===== src/hw/rtl/skl_pkg.sv =====
// Shared types, constants and the tanh table builder for the soft-knee limiter.
// No dependencies; every other file refers to it by scoped names.
`timescale 1ns / 1ps

package skl_pkg;

  localparam int SampleBits = 24;
  localparam int CeilBits   = 21;
  localparam int KneeBits   = 16;
  localparam int BlkBits    = 13;
  localparam int MaxBlock   = 4096;
  localparam int TanhSize   = 256;
  localparam int TanhIdxW   = 8;   // bits of table index below the end point
  localparam int TanhW      = 30;  // Q0.30 table entries
  localparam int QuotW      = 27;  // quotient bits of the shared divider
  localparam int RemW       = 39;
  localparam int DivW       = 38;

  localparam logic [CeilBits-1:0] FullScale = 21'd1048576;
  localparam logic [KneeBits-1:0] KneeReset = 16'd52429;
  localparam logic [BlkBits-1:0]  BlkReset  = 13'd512;

  // register index codes
  localparam logic [1:0] RegCeiling = 2'd0;
  localparam logic [1:0] RegKnee    = 2'd1;
  localparam logic [1:0] RegBlock   = 2'd2;

  typedef enum logic [4:0] {
    OP_NONE, OP_LOAD, OP_CSEL, OP_RDIV, OP_RFIN, OP_KNEE, OP_CMP, OP_ZERO,
    OP_PASS, OP_SAT, OP_EDIV, OP_T0, OP_T1, OP_IMUL, OP_IADD, OP_S1, OP_S2,
    OP_S3, OP_S4
  } dp_op_t;

  typedef struct packed {
    dp_op_t op;
    logic   out_load;
  } dp_cmd_t;

  typedef struct packed {
    logic ramp_div;   // ramp in progress and not on its last sample
    logic not_finite;
    logic knee_pass;
    logic saturate;
    logic div_done;
  } dp_stat_t;

  typedef logic [TanhW-1:0] tanh_lut_t [0:TanhSize];

  // Shift-subtract long division for non-negative operands, elaboration only.
  function automatic longint udiv(input longint num, input longint den);
    longint q;
    longint r;
    q = 0;
    r = 0;
    for (int b = 62; b >= 0; b--) begin
      r = (r <<< 1) | ((num >>> b) & 64'sd1);
      if (r >= den) begin
        r = r - den;
        q = q | (64'sd1 <<< b);
      end
    end
    return q;
  endfunction

  // Built at elaboration only: exp series, four squarings, then (1-z)/(1+z).
  function automatic tanh_lut_t build_tanh_lut();
    tanh_lut_t lut;
    longint one;
    longint f;
    longint term;
    longint sum;
    longint z;
    longint q;
    one = 64'sd1 << 30;
    for (int i = 0; i <= TanhSize; i++) begin
      f    = (longint'(i) << 30) >>> TanhIdxW;
      term = one;
      sum  = one;
      for (int k = 1; k <= 20; k++) begin
        term = udiv((term * f) >>> 30, longint'(k));
        if ((k & 1) == 1) sum = sum - term;
        else sum = sum + term;
      end
      if (sum < 0) sum = 0;
      if (sum > one) sum = one;
      z = sum;
      for (int k = 0; k < 4; k++) z = (z * z) >>> 30;
      q = udiv((one - z) << 30, one + z);
      if (q > one - 1) q = one - 1;
      lut[i] = q[TanhW-1:0];
    end
    return lut;
  endfunction

endpackage


===== src/hw/rtl/skl_ctrl.sv =====
// Sequencer for the limiter: walks one sample through ramp, knee test,
// division, table interpolation and scaling. Uses skl_pkg command types.
`timescale 1ns / 1ps

module skl_ctrl (
  input  logic              clk,
  input  logic              rst_n,
  input  logic              in_valid,
  output logic              in_ready,
  input  logic              out_free,
  input  skl_pkg::dp_stat_t stat,
  output skl_pkg::dp_cmd_t  cmd
);

  localparam logic [4:0] S_IDLE  = 5'd0;
  localparam logic [4:0] S_CSEL  = 5'd1;
  localparam logic [4:0] S_RDIV  = 5'd2;
  localparam logic [4:0] S_RWAIT = 5'd3;
  localparam logic [4:0] S_RFIN  = 5'd4;
  localparam logic [4:0] S_KNEE  = 5'd5;
  localparam logic [4:0] S_CMP   = 5'd6;
  localparam logic [4:0] S_BR    = 5'd7;
  localparam logic [4:0] S_EWAIT = 5'd8;
  localparam logic [4:0] S_T0    = 5'd9;
  localparam logic [4:0] S_T1    = 5'd10;
  localparam logic [4:0] S_IMUL  = 5'd11;
  localparam logic [4:0] S_IADD  = 5'd12;
  localparam logic [4:0] S_S1    = 5'd13;
  localparam logic [4:0] S_S2    = 5'd14;
  localparam logic [4:0] S_S3    = 5'd15;
  localparam logic [4:0] S_S4    = 5'd16;
  localparam logic [4:0] S_DONE  = 5'd17;

  logic [4:0] state_r;
  logic [4:0] state_nxt;

  always_ff @(posedge clk) begin
    if (!rst_n) state_r <= S_IDLE;
    else state_r <= state_nxt;
  end

  assign in_ready = (state_r == S_IDLE);

  always_comb begin
    state_nxt    = state_r;
    cmd.op       = skl_pkg::OP_NONE;
    cmd.out_load = 1'b0;
    case (state_r)
      S_IDLE: begin
        if (in_valid) begin
          cmd.op    = skl_pkg::OP_LOAD;
          state_nxt = S_CSEL;
        end
      end
      S_CSEL: begin
        cmd.op    = skl_pkg::OP_CSEL;
        state_nxt = stat.ramp_div ? S_RDIV : S_KNEE;
      end
      S_RDIV: begin
        cmd.op    = skl_pkg::OP_RDIV;
        state_nxt = S_RWAIT;
      end
      S_RWAIT: if (stat.div_done) state_nxt = S_RFIN;
      S_RFIN: begin
        cmd.op    = skl_pkg::OP_RFIN;
        state_nxt = S_KNEE;
      end
      S_KNEE: begin
        cmd.op    = skl_pkg::OP_KNEE;
        state_nxt = S_CMP;
      end
      S_CMP: begin
        cmd.op    = skl_pkg::OP_CMP;
        state_nxt = S_BR;
      end
      S_BR: begin
        if (stat.not_finite) begin
          cmd.op    = skl_pkg::OP_ZERO;
          state_nxt = S_DONE;
        end else if (stat.knee_pass) begin
          cmd.op    = skl_pkg::OP_PASS;
          state_nxt = S_DONE;
        end else if (stat.saturate) begin
          cmd.op    = skl_pkg::OP_SAT;
          state_nxt = S_S1;
        end else begin
          cmd.op    = skl_pkg::OP_EDIV;
          state_nxt = S_EWAIT;
        end
      end
      S_EWAIT: if (stat.div_done) state_nxt = S_T0;
      S_T0: begin
        cmd.op    = skl_pkg::OP_T0;
        state_nxt = S_T1;
      end
      S_T1: begin
        cmd.op    = skl_pkg::OP_T1;
        state_nxt = S_IMUL;
      end
      S_IMUL: begin
        cmd.op    = skl_pkg::OP_IMUL;
        state_nxt = S_IADD;
      end
      S_IADD: begin
        cmd.op    = skl_pkg::OP_IADD;
        state_nxt = S_S1;
      end
      S_S1: begin
        cmd.op    = skl_pkg::OP_S1;
        state_nxt = S_S2;
      end
      S_S2: begin
        cmd.op    = skl_pkg::OP_S2;
        state_nxt = S_S3;
      end
      S_S3: begin
        cmd.op    = skl_pkg::OP_S3;
        state_nxt = S_S4;
      end
      S_S4: begin
        cmd.op    = skl_pkg::OP_S4;
        state_nxt = S_DONE;
      end
      S_DONE: begin
        if (out_free) begin
          cmd.out_load = 1'b1;
          state_nxt    = S_IDLE;
        end
      end
      default: state_nxt = S_IDLE;
    endcase
  end

endmodule


===== config.mk =====
export PLATFORM = sky130hd
export DESIGN_NAME = skl_ctrl
export DESIGN_NICKNAME = d
export VERILOG_FILES = /design/src/hw/rtl/skl_pkg.sv /design/src/hw/rtl/skl_ctrl.sv
export SDC_FILE = /design/constraint.sdc
export NUM_CORES = 1
export LEC_CHECK = 0
export ABC_AREA = 1
export ABC_CLOCK_PERIOD_IN_PS = 1600
export BUFFER_PORTS_ARGS = -buffer_cell sky130_fd_sc_hd__buf_2
export CORE_ASPECT_RATIO = 1.2
export CORE_MARGIN = 2
export CORE_UTILIZATION = 30
export CTS_BUF_LIST = sky130_fd_sc_hd__clkbuf_4 sky130_fd_sc_hd__clkbuf_8
export CTS_CLUSTER_DIAMETER = 200
export DETAILED_ROUTE_END_ITERATION = 10
export PLACE_DENSITY = 0.58
export SYNTH_ARGS = -nofsm -noshare
export SYNTH_HDL_FRONTEND = slang
export SYNTH_SLANG_ARGS = --single-unit

===== constraint.sdc =====
create_clock -name clk -period 1.6 [get_ports clk]
set_input_delay 0.24 -clock clk [delete_from_list [all_inputs] [get_ports clk]]
set_output_delay 0.24 -clock clk [all_outputs]
set_load 0.02 [all_outputs]

==> flow_metrics.tcl <==
set metrics [dict create \
    overflow 0 \
    placementRows 18 \
    power_density_nw_per_um2 1435 \
    ys_warn_count 0 \
    synthTopCellsByArea "dfxtp_1 15%, nand2_1 14%, nand3_1 13%, inv_1 11%, nand3_2 5.9%" \
    endpoint_kind "primary output" \
    clock_latency_ns 0.24 \
    crit_chain "buf_12, nor2_4, nand2_1, nor2_2, a21oi_2, nand4_1, buf_6" \
    grt_pass1_vias 860 \
    routabilityCongestion 0.9589 \
    htreeDepth 1 \
    nets 169 \
    final-hold-violation-count 0 \
    cap_violations 0 \
    synth-seq-cells 5 \
    drc 0 \
    startpoint_type "register" \
    antenna_left 0 \
    dr.pass1.iters 4 \
    antenna_cells 0 \
    post_synth_num_cell_types 24 \
    finalCritPeriodShare 1.005 \
    initial_core_util 0.3233 \
    numClockSinks 5 \
    syn_inst 120 \
    worst_hold_path_type "in -> reg" \
    arrival_ns 1.37 \
    die_w_um 47.60 \
    io_pins 16 \
    max_freq_ghz 0.6216 \
    instances_no_fill 189 \
    max-vdd-ir-drop_uv 935.8 \
    syn2layout_area_growth_pct 63.44 \
    cts_hold_buf 0 \
    setup_violations 3 \
    dp_cells 172 \
    yosys.area.top_type "dfxtp_1" \
    synth_nets 129 \
    cts_root_buffer "clkbuf_4" \
    avgSynthCellArea_um2 5.703 \
    worst_pin_slew_ns 0.2264 \
    fin_skew_ns 0.003628 \
    cts_buffers 3 \
    io_buffers 15 \
    track_usage 0.1856 \
    core-area_um2 2117 \
    worst-setup-path-type "reg -> out" \
    drive_above_1_share 0.5535 \
    path_buf_inv 2 \
    drv_slew 0 \
    place_hpwl_mm 1.685 \
    seq_area_frac_synth 0.1463 \
    cp_top_family "simple AND/OR/NAND/NOR gates" \
    synth_area_um2 684.4 \
    critPathMaxStageDelay_ns 0.33 \
    cts_tree "yes" \
    crit_fanout 8 \
    die_area_um2 2681 \
    drt_wl_total_mm 2.551 \
    postLayoutCoreUtil 0.5284 \
    layout_common_cells "25 x buf_4, 21 x nand2_1, 14 x nand3_1, 13 x inv_1, 10 x buf_2" \
    slowest_stage "dfxtp_2" \
    antenna_found_initial 0 \
    layout_commonest_cell "buf_4" \
    violations "negative setup slack" \
    die_h_um 56.32 \
    grt_max_degree 14 \
    rsz0062_at_grt "yes" \
    max_slew_margin 0.8482 \
    dr.first_iter.drc_count 44 \
    p_total_mw 1.606 \
    grt_pass1_wl_mm 3.698 \
    wl_per_cell_um 13.50 \
    setup_ws_ns -0.008643 \
    yosysTopAreaCellShare 0.1463 \
    clk_pin_slew_ns 0.04 \
    reg.largest.list "state_r: 5 flops" \
    via_per_inst 5.069 \
    leakagePower_nw 0.6151 \
    cp.required_ns 1.36 \
    fin_crit_ns 1.609 \
    regMostFlops "state_r" \
    clockBufferDepth 2 \
    largest_register_ffs 5 \
    vias 958 \
    outcome "complete, but fails checks" \
]
-- tightest hold or removal path: cells and delay by family --
kind | cells | cell delay, ns
and+or+nand+nor | 1 | 0.05
buffers and inverters | 2 | 0.15
-- cell type report --
cell class | instances | area (um^2)
Fill cell | 217 | 998.5
Multi-Input combinational cell | 89 | 559.3
Timing Repair Buffer | 38 | 280.3
Sequential cell | 5 | 116.4
Inverter | 23 | 95.09
Tap cell | 30 | 37.54
Clock buffer | 4 | 30.03
-- path summary, 6_finish.rpt --
path | slack, ns | to | startpoint | depth (start not counted)
worst max-delay path | -0.009 | cmd[1] | state_r[1] | 7
worst min register to register | 0.55 | state_r[0] | state_r[0] | 2
worst max register to register | 0.06 | state_r[2] | state_r[1] | 12
worst min-delay path | 0.24 | state_r[1] | rst_n | 3
-- routing by layer --
metal / up-vias / GRT usage / routed length, um
li1: 469 / - / -
met1: 429 / 0.2330 / 956
met2: 50 / 0.2838 / 1294
met3: 10 / 0.03215 / 216
met4: 0 / 0.1081 / 84
met5: - / 0 / 0
-- cell families (layout without fill, tap and decap cells) --
group           count (synthesis)  in the layout  synth area share
simple gates                   77             77            0.5887
buf+inv                        26             65            0.1645
compound gates                 12             12            0.1006
flops                           5              5            0.1463
-- cell usage after synthesis (all sizes together) --
cell and instances:
clkinv 1, nand3 22, nand4 5, inv 22, nand2 28, and3 1
nor3 5, buf 3, o21ai 5, dfxtp 5, o31ai 1, a21oi 5
nor2 15, o21a 1, nor4 1
-- metrics by stage --
step	hold slack [ns]	worst slack (ns)	TNS (ns)	area [um^2]
after floorplan	0.3376	0.001965	0	684.4
after global placement	0.4757	0.02633	0	858.3
after detailed placement	0.4775	0.04602	0	858.3
after CTS	0.2241	-0.01360	-0.02038	998.5
after global routing	0.2563	-0.08026	-0.2478	1119
final	0.2359	-0.008643	-0.02268	1119
-- report_power, final --
part	switching, mW	internal, mW
registers	0.0717	0.166
clock network	0.0508	0.111
logic	0.628	0.578
-- repair_timing --
item                       4_1_cts  5_1_grt
setup endpoints to repair        5        7
buffers inserted                 6        7
gates cloned                     0        0
pin swaps                        2        9
gates resized for setup         24       24
Note: power is estimated with default switching activity, not from simulation.
